===== src/hdl/kct_pkg.sv =====
// Package for the keyed count table: entry layout, operation codes and
// the control word that the top level hands to the table store.
// No dependencies.
`timescale 1ns / 1ps
`default_nettype none
package kct_pkg;

  localparam int KEY_W   = 32;
  localparam int COUNT_W = 16;
  localparam int MODE_W  = 4;
  localparam int SLOT_W  = 8;
  localparam int USED_W  = 9;
  localparam int IN_W    = 88;
  localparam int OUT_W   = 64;

  localparam logic [COUNT_W-1:0] COUNT_MAX = '1;

  localparam logic [MODE_W-1:0] MODE_CLEAR  = 4'd0;
  localparam logic [MODE_W-1:0] MODE_INC    = 4'd1;
  localparam logic [MODE_W-1:0] MODE_DEC    = 4'd2;
  localparam logic [MODE_W-1:0] MODE_SETKEY = 4'd3;
  localparam logic [MODE_W-1:0] MODE_LOOKUP = 4'd4;
  localparam logic [MODE_W-1:0] MODE_READ   = 4'd5;
  localparam logic [MODE_W-1:0] MODE_SETIDX = 4'd6;
  localparam logic [MODE_W-1:0] MODE_SWAP   = 4'd7;
  localparam logic [MODE_W-1:0] MODE_DEL    = 4'd8;

  typedef struct packed {
    logic [KEY_W-1:0]   key;
    logic [COUNT_W-1:0] count;
  } entry_t;

  // store commands from the sequencer
  typedef struct packed {
    logic wr_en;     // write one entry
    logic clr_all;   // empty the whole table
    logic clr_tail;  // empty every masked entry from clr_from upward
  } store_ctl_t;

endpackage
`default_nettype wire


===== src/hdl/kct_store.sv =====
// Table store for the keyed count table: one synchronous memory of
// entries with one write and one registered read port, plus valid bits.
// Depends on kct_pkg.
`timescale 1ns / 1ps
`default_nettype none
module kct_store #(
  parameter int ENTRIES = 32,
  localparam int AW = $clog2(ENTRIES)
) (
  input  wire                  clk,
  input  wire                  rst_n,
  input  kct_pkg::store_ctl_t  ctl,
  input  wire [AW-1:0]         wr_addr,
  input  kct_pkg::entry_t      wr_data,
  input  wire [AW:0]           clr_from,
  input  wire [ENTRIES-1:0]    clr_mask,
  input  wire [AW-1:0]         rd_addr,
  output kct_pkg::entry_t      rd_data
);

  kct_pkg::entry_t mem [ENTRIES];
  kct_pkg::entry_t mem_q_r;
  logic            occ_q_r;
  logic [ENTRIES-1:0] occ_r, occ_nxt;

  // invalid entries read as empty
  assign rd_data = occ_q_r ? mem_q_r : '0;

  always_comb begin
    occ_nxt = occ_r;
    if (ctl.clr_all) begin
      occ_nxt = '0;
    end
    if (ctl.clr_tail) begin
      for (int i = 0; i < ENTRIES; i++) begin
        if ((AW+1)'(i) >= clr_from && clr_mask[i]) begin
          occ_nxt[i] = 1'b0;
        end
      end
    end
    if (ctl.wr_en) begin
      occ_nxt[wr_addr] = 1'b1;
    end
  end

  always_ff @(posedge clk) begin
    if (!rst_n) begin
      occ_r <= '0;
    end else begin
      occ_r <= occ_nxt;
    end
  end

  always_ff @(posedge clk) begin
    if (ctl.wr_en) begin
      mem[wr_addr] <= wr_data;
    end
    mem_q_r <= mem[rd_addr];
    occ_q_r <= occ_r[rd_addr];
  end

endmodule
`default_nettype wire


===== src/hdl/keyed_count_table_unit.sv =====
// Keyed count table, top level: operation sequencer, result register
// and the table store instance. Depends on kct_pkg and kct_store.
//
// The block keeps ENTRIES slots of key and count in one synchronous
// memory (one write, one registered read per cycle) and executes one
// operation per transfer, returning one result transfer. Key operations
// (increment, decrement, set by key, lookup) scan the whole table one slot
// a cycle and then act on what they found; a decrement that removes its
// key adds a compaction pass over the table. Read and set by index work
// on one slot, swap reads and writes two slots, delete by index shifts
// the later slots down (one shifted slot a cycle), and clear or a rejected
// operation goes straight to the result. A new item is taken while the
// previous result still waits in the output register. Reset empties the
// table at once through per-slot valid bits; there is no clearing pass.
`timescale 1ns / 1ps
`default_nettype none
module keyed_count_table_unit #(
  parameter int ENTRIES = 32
) (
  input  wire        clk,
  input  wire        rst_n,
  input  wire        in_tvalid,
  output logic       in_tready,
  // mode[3:0], key[35:4], count_value[51:36], zero_default[67:52],
  // add_if_absent[68], remove_if_empty[69], slot_a[77:70], slot_b[85:78]
  input  wire [87:0] in_tdata,
  output logic       out_tvalid,
  input  wire        out_tready,
  // ok[0], key_out[32:1], count_out[48:33], keys_in_use[57:49]
  output logic [63:0] out_tdata
);

  localparam int AW = $clog2(ENTRIES);
  localparam int UW = $clog2(ENTRIES + 1);
  localparam logic [AW:0] N_CNT = (AW+1)'(ENTRIES);

  typedef enum logic [11:0] {
    S_IDLE     = 12'b000000000001,
    S_SCAN     = 12'b000000000010,
    S_APPLY    = 12'b000000000100,
    S_COMPACT  = 12'b000000001000,
    S_CTAIL    = 12'b000000010000,
    S_RD_A     = 12'b000000100000,
    S_GOT_A    = 12'b000001000000,
    S_SWAP_B   = 12'b000010000000,
    S_SWAP_W   = 12'b000100000000,
    S_SHIFT    = 12'b001000000000,
    S_DEL_LAST = 12'b010000000000,
    S_RESP     = 12'b100000000000
  } state_t;

  // input fields
  logic [kct_pkg::MODE_W-1:0]  in_mode;
  logic [kct_pkg::KEY_W-1:0]   in_key;
  logic [kct_pkg::COUNT_W-1:0] in_cval, in_zdef;
  logic                        in_add, in_rem;
  logic [kct_pkg::SLOT_W-1:0]  in_sa, in_sb;
  logic                        in_xfer, sa_ok, sb_ok;

  assign in_mode = in_tdata[3:0];
  assign in_key  = in_tdata[35:4];
  assign in_cval = in_tdata[51:36];
  assign in_zdef = in_tdata[67:52];
  assign in_add  = in_tdata[68];
  assign in_rem  = in_tdata[69];
  assign in_sa   = in_tdata[77:70];
  assign in_sb   = in_tdata[85:78];
  assign in_xfer = in_tvalid && in_tready;
  assign sa_ok   = {1'b0, in_sa} < 9'(ENTRIES);
  assign sb_ok   = {1'b0, in_sb} < 9'(ENTRIES);

  state_t state_r, state_nxt;

  // held operation
  logic [kct_pkg::MODE_W-1:0]  mode_r, mode_nxt;
  logic [kct_pkg::KEY_W-1:0]   key_r, key_nxt;
  logic [kct_pkg::COUNT_W-1:0] cval_r, cval_nxt, zdef_r, zdef_nxt;
  logic                        add_r, add_nxt, rem_r, rem_nxt;
  logic [AW-1:0]               sa_r, sa_nxt, sb_r, sb_nxt;

  // sequencer working state
  logic [AW:0]      cnt_r, cnt_nxt, wr_r, wr_nxt;
  logic             pend_r, pend_nxt;
  logic             found_r, found_nxt, efound_r, efound_nxt;
  logic [AW-1:0]    fpos_r, fpos_nxt, epos_r, epos_nxt;
  logic [kct_pkg::COUNT_W-1:0] fcount_r, fcount_nxt;
  kct_pkg::entry_t  hold_r, hold_nxt;
  logic [UW-1:0]    used_r, used_nxt;
  // slots whose key was moved during compaction; only these get emptied
  logic [ENTRIES-1:0] moved_r, moved_nxt;

  // result
  logic                        res_ok_r, res_ok_nxt;
  logic [kct_pkg::KEY_W-1:0]   res_key_r, res_key_nxt;
  logic [kct_pkg::COUNT_W-1:0] res_cnt_r, res_cnt_nxt;
  logic                        out_valid_r, out_valid_nxt;
  logic [63:0]                 out_data_r, out_data_nxt;

  // store port
  kct_pkg::store_ctl_t ctl;
  logic [AW-1:0]       wr_addr, rd_addr;
  kct_pkg::entry_t     wr_data, rd_data;
  logic [AW:0]         clr_from;

  // helpers
  logic [AW:0] cnt_m1, cnt_m2;
  logic [kct_pkg::COUNT_W-1:0] dec_cnt;

  assign cnt_m1  = cnt_r - (AW+1)'(1);
  assign cnt_m2  = cnt_r - (AW+1)'(2);
  assign dec_cnt = (fcount_r != '0) ? fcount_r - 16'd1 : '0;

  assign in_tready  = (state_r == S_IDLE);
  assign out_tvalid = out_valid_r;
  assign out_tdata  = out_data_r;

  kct_store #(.ENTRIES(ENTRIES)) u_store (
    .clk      (clk),
    .rst_n    (rst_n),
    .ctl      (ctl),
    .wr_addr  (wr_addr),
    .wr_data  (wr_data),
    .clr_from (clr_from),
    .clr_mask (moved_r),
    .rd_addr  (rd_addr),
    .rd_data  (rd_data)
  );

  always_comb begin
    state_nxt  = state_r;
    mode_nxt   = mode_r;
    key_nxt    = key_r;
    cval_nxt   = cval_r;
    zdef_nxt   = zdef_r;
    add_nxt    = add_r;
    rem_nxt    = rem_r;
    sa_nxt     = sa_r;
    sb_nxt     = sb_r;
    cnt_nxt    = cnt_r;
    wr_nxt     = wr_r;
    pend_nxt   = pend_r;
    found_nxt  = found_r;
    efound_nxt = efound_r;
    fpos_nxt   = fpos_r;
    epos_nxt   = epos_r;
    fcount_nxt = fcount_r;
    hold_nxt   = hold_r;
    used_nxt   = used_r;
    moved_nxt  = moved_r;
    res_ok_nxt  = res_ok_r;
    res_key_nxt = res_key_r;
    res_cnt_nxt = res_cnt_r;
    out_data_nxt  = out_data_r;
    out_valid_nxt = out_valid_r && !out_tready;
    ctl      = '0;
    wr_addr  = '0;
    wr_data  = '0;
    rd_addr  = '0;
    clr_from = wr_r;

    unique case (state_r)
      S_IDLE: begin
        if (in_xfer) begin
          mode_nxt    = in_mode;
          key_nxt     = in_key;
          cval_nxt    = in_cval;
          zdef_nxt    = in_zdef;
          add_nxt     = in_add;
          rem_nxt     = in_rem;
          sa_nxt      = in_sa[AW-1:0];
          sb_nxt      = in_sb[AW-1:0];
          cnt_nxt     = '0;
          wr_nxt      = '0;
          pend_nxt    = 1'b0;
          found_nxt   = 1'b0;
          efound_nxt  = 1'b0;
          res_ok_nxt  = 1'b0;
          res_key_nxt = '0;
          res_cnt_nxt = '0;
          state_nxt   = S_RESP;
          unique case (in_mode) inside
            kct_pkg::MODE_CLEAR: begin
              ctl.clr_all = 1'b1;
              used_nxt    = '0;
              res_ok_nxt  = 1'b1;
            end
            kct_pkg::MODE_INC, kct_pkg::MODE_DEC,
            kct_pkg::MODE_SETKEY, kct_pkg::MODE_LOOKUP: begin
              // reject a zero key
              if (in_key != '0) state_nxt = S_SCAN;
            end
            kct_pkg::MODE_READ, kct_pkg::MODE_SETIDX, kct_pkg::MODE_DEL: begin
              if (sa_ok) state_nxt = S_RD_A;
            end
            kct_pkg::MODE_SWAP: begin
              if (sa_ok && sb_ok) state_nxt = S_RD_A;
            end
            default: begin
            end
          endcase
        end
      end

      // read every slot; note first match and first empty slot
      S_SCAN: begin
        if (cnt_r < N_CNT) begin
          rd_addr  = cnt_r[AW-1:0];
          cnt_nxt  = cnt_r + (AW+1)'(1);
          pend_nxt = 1'b1;
        end else begin
          pend_nxt = 1'b0;
        end
        if (pend_r) begin
          if (rd_data.key == key_r && !found_r) begin
            found_nxt  = 1'b1;
            fpos_nxt   = cnt_m1[AW-1:0];
            fcount_nxt = rd_data.count;
          end
          if (rd_data.key == '0 && !efound_r) begin
            efound_nxt = 1'b1;
            epos_nxt   = cnt_m1[AW-1:0];
          end
        end
        if (cnt_r == N_CNT) state_nxt = S_APPLY;
      end

      S_APPLY: begin
        state_nxt = S_RESP;
        case (mode_r)
          kct_pkg::MODE_INC: begin
            if (found_r) begin
              ctl.wr_en  = 1'b1;
              wr_addr    = fpos_r;
              wr_data    = '{key: key_r, count: (fcount_r == kct_pkg::COUNT_MAX) ?
                                                fcount_r : fcount_r + 16'd1};
              res_ok_nxt = 1'b1;
            end else if (!add_r) begin
              res_ok_nxt = 1'b1;
            end else if (efound_r) begin
              ctl.wr_en  = 1'b1;
              wr_addr    = epos_r;
              wr_data    = '{key: key_r, count: 16'd1};
              used_nxt   = used_r + UW'(1);
              res_ok_nxt = 1'b1;
            end
          end
          kct_pkg::MODE_DEC: begin
            if (found_r) begin
              res_ok_nxt = (fcount_r != '0);
              ctl.wr_en  = 1'b1;
              wr_addr    = fpos_r;
              if (dec_cnt == '0 && rem_r) begin
                // empty the slot, then compact
                wr_data   = '0;
                used_nxt  = used_r - UW'(1);
                cnt_nxt   = '0;
                wr_nxt    = '0;
                pend_nxt  = 1'b0;
                moved_nxt = '0;
                state_nxt = S_COMPACT;
              end else begin
                wr_data = '{key: key_r, count: dec_cnt};
              end
            end
          end
          kct_pkg::MODE_SETKEY: begin
            if (found_r) begin
              ctl.wr_en  = 1'b1;
              wr_addr    = fpos_r;
              wr_data    = '{key: key_r, count: cval_r};
              res_ok_nxt = 1'b1;
            end else if (add_r && efound_r) begin
              ctl.wr_en  = 1'b1;
              wr_addr    = epos_r;
              wr_data    = '{key: key_r, count: cval_r};
              used_nxt   = used_r + UW'(1);
              res_ok_nxt = 1'b1;
            end
          end
          kct_pkg::MODE_LOOKUP: begin
            if (found_r) begin
              res_cnt_nxt = (fcount_r == '0) ? zdef_r : fcount_r;
              res_ok_nxt  = 1'b1;
            end
          end
          default: begin
          end
        endcase
      end

      // move occupied slots down to the write pointer, in order; empty
      // slots keep their count unless a key moved out of them
      S_COMPACT: begin
        if (cnt_r < N_CNT) begin
          rd_addr  = cnt_r[AW-1:0];
          cnt_nxt  = cnt_r + (AW+1)'(1);
          pend_nxt = 1'b1;
        end else begin
          pend_nxt = 1'b0;
        end
        if (pend_r && rd_data.key != '0) begin
          ctl.wr_en = 1'b1;
          wr_addr   = wr_r[AW-1:0];
          wr_data   = rd_data;
          wr_nxt    = wr_r + (AW+1)'(1);
          moved_nxt[cnt_m1[AW-1:0]] = 1'b1;
        end
        if (cnt_r == N_CNT) state_nxt = S_CTAIL;
      end

      S_CTAIL: begin
        ctl.clr_tail = 1'b1;
        clr_from     = wr_r;
        state_nxt    = S_RESP;
      end

      S_RD_A: begin
        rd_addr   = sa_r;
        state_nxt = S_GOT_A;
      end

      S_GOT_A: begin
        state_nxt = S_RESP;
        case (mode_r)
          kct_pkg::MODE_READ: begin
            res_key_nxt = rd_data.key;
            res_cnt_nxt = rd_data.count;
            res_ok_nxt  = 1'b1;
          end
          kct_pkg::MODE_SETIDX: begin
            ctl.wr_en  = 1'b1;
            wr_addr    = sa_r;
            wr_data    = '{key: rd_data.key, count: cval_r};
            res_ok_nxt = 1'b1;
          end
          kct_pkg::MODE_DEL: begin
            if (rd_data.key != '0) used_nxt = used_r - UW'(1);
            cnt_nxt    = (AW+1)'(sa_r) + (AW+1)'(1);
            pend_nxt   = 1'b0;
            res_ok_nxt = 1'b1;
            state_nxt  = S_SHIFT;
          end
          kct_pkg::MODE_SWAP: begin
            hold_nxt  = rd_data;
            rd_addr   = sb_r;
            state_nxt = S_SWAP_B;
          end
          default: begin
          end
        endcase
      end

      S_SWAP_B: begin
        ctl.wr_en = 1'b1;
        wr_addr   = sb_r;
        wr_data   = hold_r;
        hold_nxt  = rd_data;
        state_nxt = S_SWAP_W;
      end

      S_SWAP_W: begin
        ctl.wr_en  = 1'b1;
        wr_addr    = sa_r;
        wr_data    = hold_r;
        res_ok_nxt = 1'b1;
        state_nxt  = S_RESP;
      end

      // shift later slots down by one
      S_SHIFT: begin
        if (cnt_r < N_CNT) begin
          rd_addr  = cnt_r[AW-1:0];
          cnt_nxt  = cnt_r + (AW+1)'(1);
          pend_nxt = 1'b1;
        end else begin
          pend_nxt = 1'b0;
        end
        if (pend_r) begin
          ctl.wr_en = 1'b1;
          wr_addr   = cnt_m2[AW-1:0];
          wr_data   = rd_data;
        end
        if (cnt_r == N_CNT) state_nxt = S_DEL_LAST;
      end

      S_DEL_LAST: begin
        ctl.wr_en = 1'b1;
        wr_addr   = AW'(ENTRIES - 1);
        wr_data   = '0;
        state_nxt = S_RESP;
      end

      // hold the result until the output register is free
      S_RESP: begin
        if (!out_valid_r || out_tready) begin
          out_valid_nxt = 1'b1;
          out_data_nxt  = {6'd0, 9'(used_r), res_cnt_r, res_key_r, res_ok_r};
          state_nxt     = S_IDLE;
        end
      end

      default: state_nxt = S_IDLE;
    endcase
  end

  always_ff @(posedge clk) begin
    if (!rst_n) begin
      state_r     <= S_IDLE;
      used_r      <= '0;
      out_valid_r <= 1'b0;
      pend_r      <= 1'b0;
    end else begin
      state_r     <= state_nxt;
      used_r      <= used_nxt;
      out_valid_r <= out_valid_nxt;
      pend_r      <= pend_nxt;
    end
  end

  always_ff @(posedge clk) begin
    mode_r    <= mode_nxt;
    key_r     <= key_nxt;
    cval_r    <= cval_nxt;
    zdef_r    <= zdef_nxt;
    add_r     <= add_nxt;
    rem_r     <= rem_nxt;
    sa_r      <= sa_nxt;
    sb_r      <= sb_nxt;
    cnt_r     <= cnt_nxt;
    wr_r      <= wr_nxt;
    found_r   <= found_nxt;
    efound_r  <= efound_nxt;
    fpos_r    <= fpos_nxt;
    epos_r    <= epos_nxt;
    fcount_r  <= fcount_nxt;
    hold_r    <= hold_nxt;
    moved_r   <= moved_nxt;
    res_ok_r  <= res_ok_nxt;
    res_key_r <= res_key_nxt;
    res_cnt_r <= res_cnt_nxt;
    out_data_r <= out_data_nxt;
  end

endmodule
`default_nettype wire


===== config.mk =====
export PLATFORM = sky130hd
export DESIGN_NAME = keyed_count_table_unit
export DESIGN_NICKNAME = d
export VERILOG_FILES = /design/src/hdl/kct_pkg.sv /design/src/hdl/kct_store.sv /design/src/hdl/keyed_count_table_unit.sv
export SDC_FILE = /design/constraint.sdc
export NUM_CORES = 2
export LEC_CHECK = 0
export ABC_AREA = 1
export BUFFER_PORTS_ARGS = -buffer_cell sky130_fd_sc_hd__buf_4
export CORE_AREA = 2 2 399 401
export DETAILED_ROUTE_END_ITERATION = 8
export DIE_AREA = 0 0 401 403
export GPL_TIMING_DRIVEN = 1
export PLACE_DENSITY = 0.72
export RECOVER_POWER = 50
export SYNTH_ARGS = -nofsm -noshare
export SYNTH_HDL_FRONTEND = slang
export SYNTH_SLANG_ARGS = --single-unit
export TNS_END_PERCENT = 5

===== constraint.sdc =====
create_clock -name clk -period 8 [get_ports clk]
set_input_delay 1.6 -clock clk [delete_from_list [all_inputs] [get_ports clk]]
set_output_delay 1.6 -clock clk [all_outputs]
set_load 0.02 [all_outputs]

==> impl_metrics.yaml <==
route:
  wl_per_cell_um: 24.41
  ant_nets: 0
  finalWirelength_um: 258500
  vias: 61610
  via_per_inst: 5.815
  initialDrtViolationCount: 8949
  drcViolationCount: 0
  drt-pass1-iter-count: 6
flow_run:
  drv_cap: 24
synth:
  ys_ff_latch: 1941
  yosysTopAreaCellShare_pct: 64.38
  avgSynthCellArea_um2: 10.31
  yosysTopAreaCell: "edfxtp_1"
  async_flop_share_pct: 0
  netlist_area_um2: 85830
  yosysMostFrequentCell: "nand2_1"
  yosysSeqAreaShare_pct: 66.73
  synth.distinct_cells: 55
  synth_common_cells: "nand2_1 (2177), edfxtp_1 (1840), nand3_1 (1418)"
  syn_inst: 8321
  synth_warnings: 0
  yosys_most_used_dff: "edfxtp_1"
  ys_top_cells_by_area: "edfxtp_1 (64%), nand2_1 (9.5%), nand3_1 (8.3%)"
  synth-edff-count: 1840
outcome:
  status: "finished, violations left"
  violations: "capacitance limit, slew limit"
worst_hold_path:
  min_path_type: "flip-flop to flip-flop"
  min-delay-start: "res_key_r[20]"
cts:
  cts_tree: "done"
  cts_buffer_depth: 3
  htree_num_levels: 4
  cts_sinks: 1941
  clk_latency_ns: 0.86
  post_cts_resized: 0
  hold_buffers: 0
  cts.reportedPaths.clkPinSlew_ns: 0.07
  clk_root_buffer_cell: "clkbuf_16"
  post_cts_buffers: 0
  cts_inserted_buffers: 194
sta:
  hold_viol: 0
  tightest_slew_ns: 3.200
  rsz0062_at_grt: "false"
  timing.final.ws_setup_ns: 1.527
  max_freq_mhz: 154.5
  relSlewSlack_pct: -113.3
  finalCritPeriodShare_pct: 80.92
  slew_violations: 802
  fin_crit_ns: 6.473
  setup_tns_ns: 0
  fin_worst_skew_ns: 0.07425
  setup_viol: 0
setup_path:
  arrival_ns: 6.95
  critPathBufInv: 4
  crit_path_end_kind: "flip-flop"
  r2r-start: "u_store.occ_q_r"
  crit_type: "flip-flop to flip-flop"
  crit_top_cell: "nand2_1"
  crit_chain: "clkbuf_1 -> nand2_1 -> nand3_1 -> nor2_1 -> nand2_1 -> nor2_1 -> nand2_1 -> nand3_2 -> nand2_2 -> inv_2 -> nand3_1 -> nand2_1 -> nor2_4 -> nand2_1 -> clkinvlp_2 -> buf_4"
  path_delay_family: "buffers and inverters"
  crit_start: "u_store.occ_q_r"
  worstPathRequired_ns: 8.48
  cpPeakStageDelay_ns: 1.23
  crit_fanout: 33
  cpMaxStageDelayCell: "clkbuf_1"
  crit_path_start_kind: "flip-flop"
power:
  pwr-share-clk_pct: 41.8
  p_int_uw: 16710
  switching_share_pct: 22.91
  pwr-share-seq_pct: 53.2
  power_frac_comb_pct: 4.9
  switchingPower_uw: 4967
  cellPowerDensity_nw_per_um2: 229.5
  ir_worst_vdd_mv: 0.2355
  leakagePower_uw: 0.03949
global_route:
  grt_max_degree: 210
  grt_pass1_vias: 57800
  grt_use_total_pct: 31.56
  antenna_found_initial: 9
  grt_first_pass_wirelength_um: 376600
  overflow: 0
placement:
  gp_congestion: 0.9335
  dp_slack_ns: 2.836
  placedCellCount: 10230
  dpl.hpwl_um: 143100
  port_buffers: 146
cells_and_area:
  synthToLayoutAreaGrowth_pct: 10.06
  fin_nets: 8460
  drive_gt1_share_pct: 6.138
  fin_util_pct: 59.99
  fillers: 12670
  fin_cells: 10590
die:
  fp.dieW_um: 401
  core_area_um2: 157500
  start_util_pct: 54.51
  fp.dieArea_um2: 161600
  die_y_um: 403
  row_count: 146
  pin_count: 158
## registers in the layout (all words and copies together), names as in the netlist, 12 cells and up
name             count
u_store.mem       1536
out_tdata           55
hold_r              48
u_store.mem_q_r     48
key_r               32
moved_r             32
res_key_r           32
u_store.occ_r       32
cval_r              16
fcount_r            16
res_cnt_r           16
zdef_r              16
state_r             12
## power by group through the flow
stage / Clock (µW) / Combinational [µW] / Sequential (µW)
finish: 9070 / 1070 / 11500
detailed placement: 0 / 1080 / 11700
global placement: 0 / 1070 / 11700
floorplan: 0 / 704 / 11700
CTS: 9110 / 1090 / 11500
global route: 9500 / 1160 / 11600
## final timing paths
path / to / slack, ns / cells past startpoint
worst max register to register: u_store.mem[1][39] / 1.53 / 16
worst min-delay path: out_tdata[21] / 0.42 / 0
worst min register to register: out_tdata[21] / 0.42 / 0
worst max-delay path: u_store.mem[1][39] / 1.53 / 16
## stage by stage
| step | hold WS [ns] | power (µW) | instance area [µm²] |
|---|---|---|---|
| global placement | 0.4017 | 12810 | 88670 |
| CTS | 0.4175 | 21730 | 95000 |
| detailed placement | 0.4045 | 12820 | 88670 |
| floorplan | 0.4003 | 12370 | 85860 |
| finish | 0.4195 | 21680 | 94460 |
| global route | 0.4226 | 22220 | 94460 |
## layout by cell type, fill, tap and decap left out, types with 8 or more instances in the layout
master / netlist / layout
o311ai_0: 9 / 12
inv_2: 20 / 10
edfxtp_1: 1840 / 1840
nand4_1: 26 / 26
nand3_1: 1418 / 1418
a221oi_1: 13 / 13
xor2_1: 18 / 18
inv_6: 0 / 8
nor2_4: 10 / 9
clkinv_1: 3 / 31
conb_1: 1 / 9
a22oi_1: 27 / 27
buf_4: 69 / 82
clkbuf_1: 151 / 160
o211ai_1: 9 / 9
bufinv_16: 0 / 14
ha_1: 16 / 16
o2111ai_1: 11 / 10
o21ai_0: 95 / 95
clkbuf_4: 0 / 47
nand2_2: 16 / 10
nor4_1: 15 / 15
clkbuf_16: 0 / 200
buf_12: 0 / 16
nor2_1: 230 / 235
a21oi_1: 102 / 101
nand2_1: 2177 / 2181
dfxtp_1: 101 / 101
nand3b_1: 257 / 257
inv_1: 1379 / 1356
clkinv_2: 0 / 64
nor3_1: 29 / 29
## final cells by class
type	instances	area, µm²	area share, %
sequential	1941	57270	60.63
multi-input combinational	4556	21220	22.46
inverter	1402	5334	5.647
clock buffer	255	5271	5.580
tap	2072	2592	2.744
timing repair buffer	257	1710	1.811
clock inverter	109	1055	1.117
antenna	2	5.005	0.005298
## routing by layer
metal  global-route usage, %  part of all wire [%]  routed length [µm]
met1                   42.63                    38               97230
met2                   49.67                    46              118500
met3                   5.579                    11               28930
met4                   15.62                   5.3               13790
met5                       0                 0.026                  67
## cell families (layout without fill, tap and decap cells)
family          Yosys count  count (layout)  share of synthesized area [%]
compound gates          297             297                          2.077
xor+xnor                 24              24                         0.2449
fa+ha+maj                16              16                         0.2332
buf+inv                1832            2023                          8.656
flops                  1941            1941                          66.73
other cells               1              11                       0.004369
simple gates           4210            4210                          22.05
(Power assumes the default switching activity.)
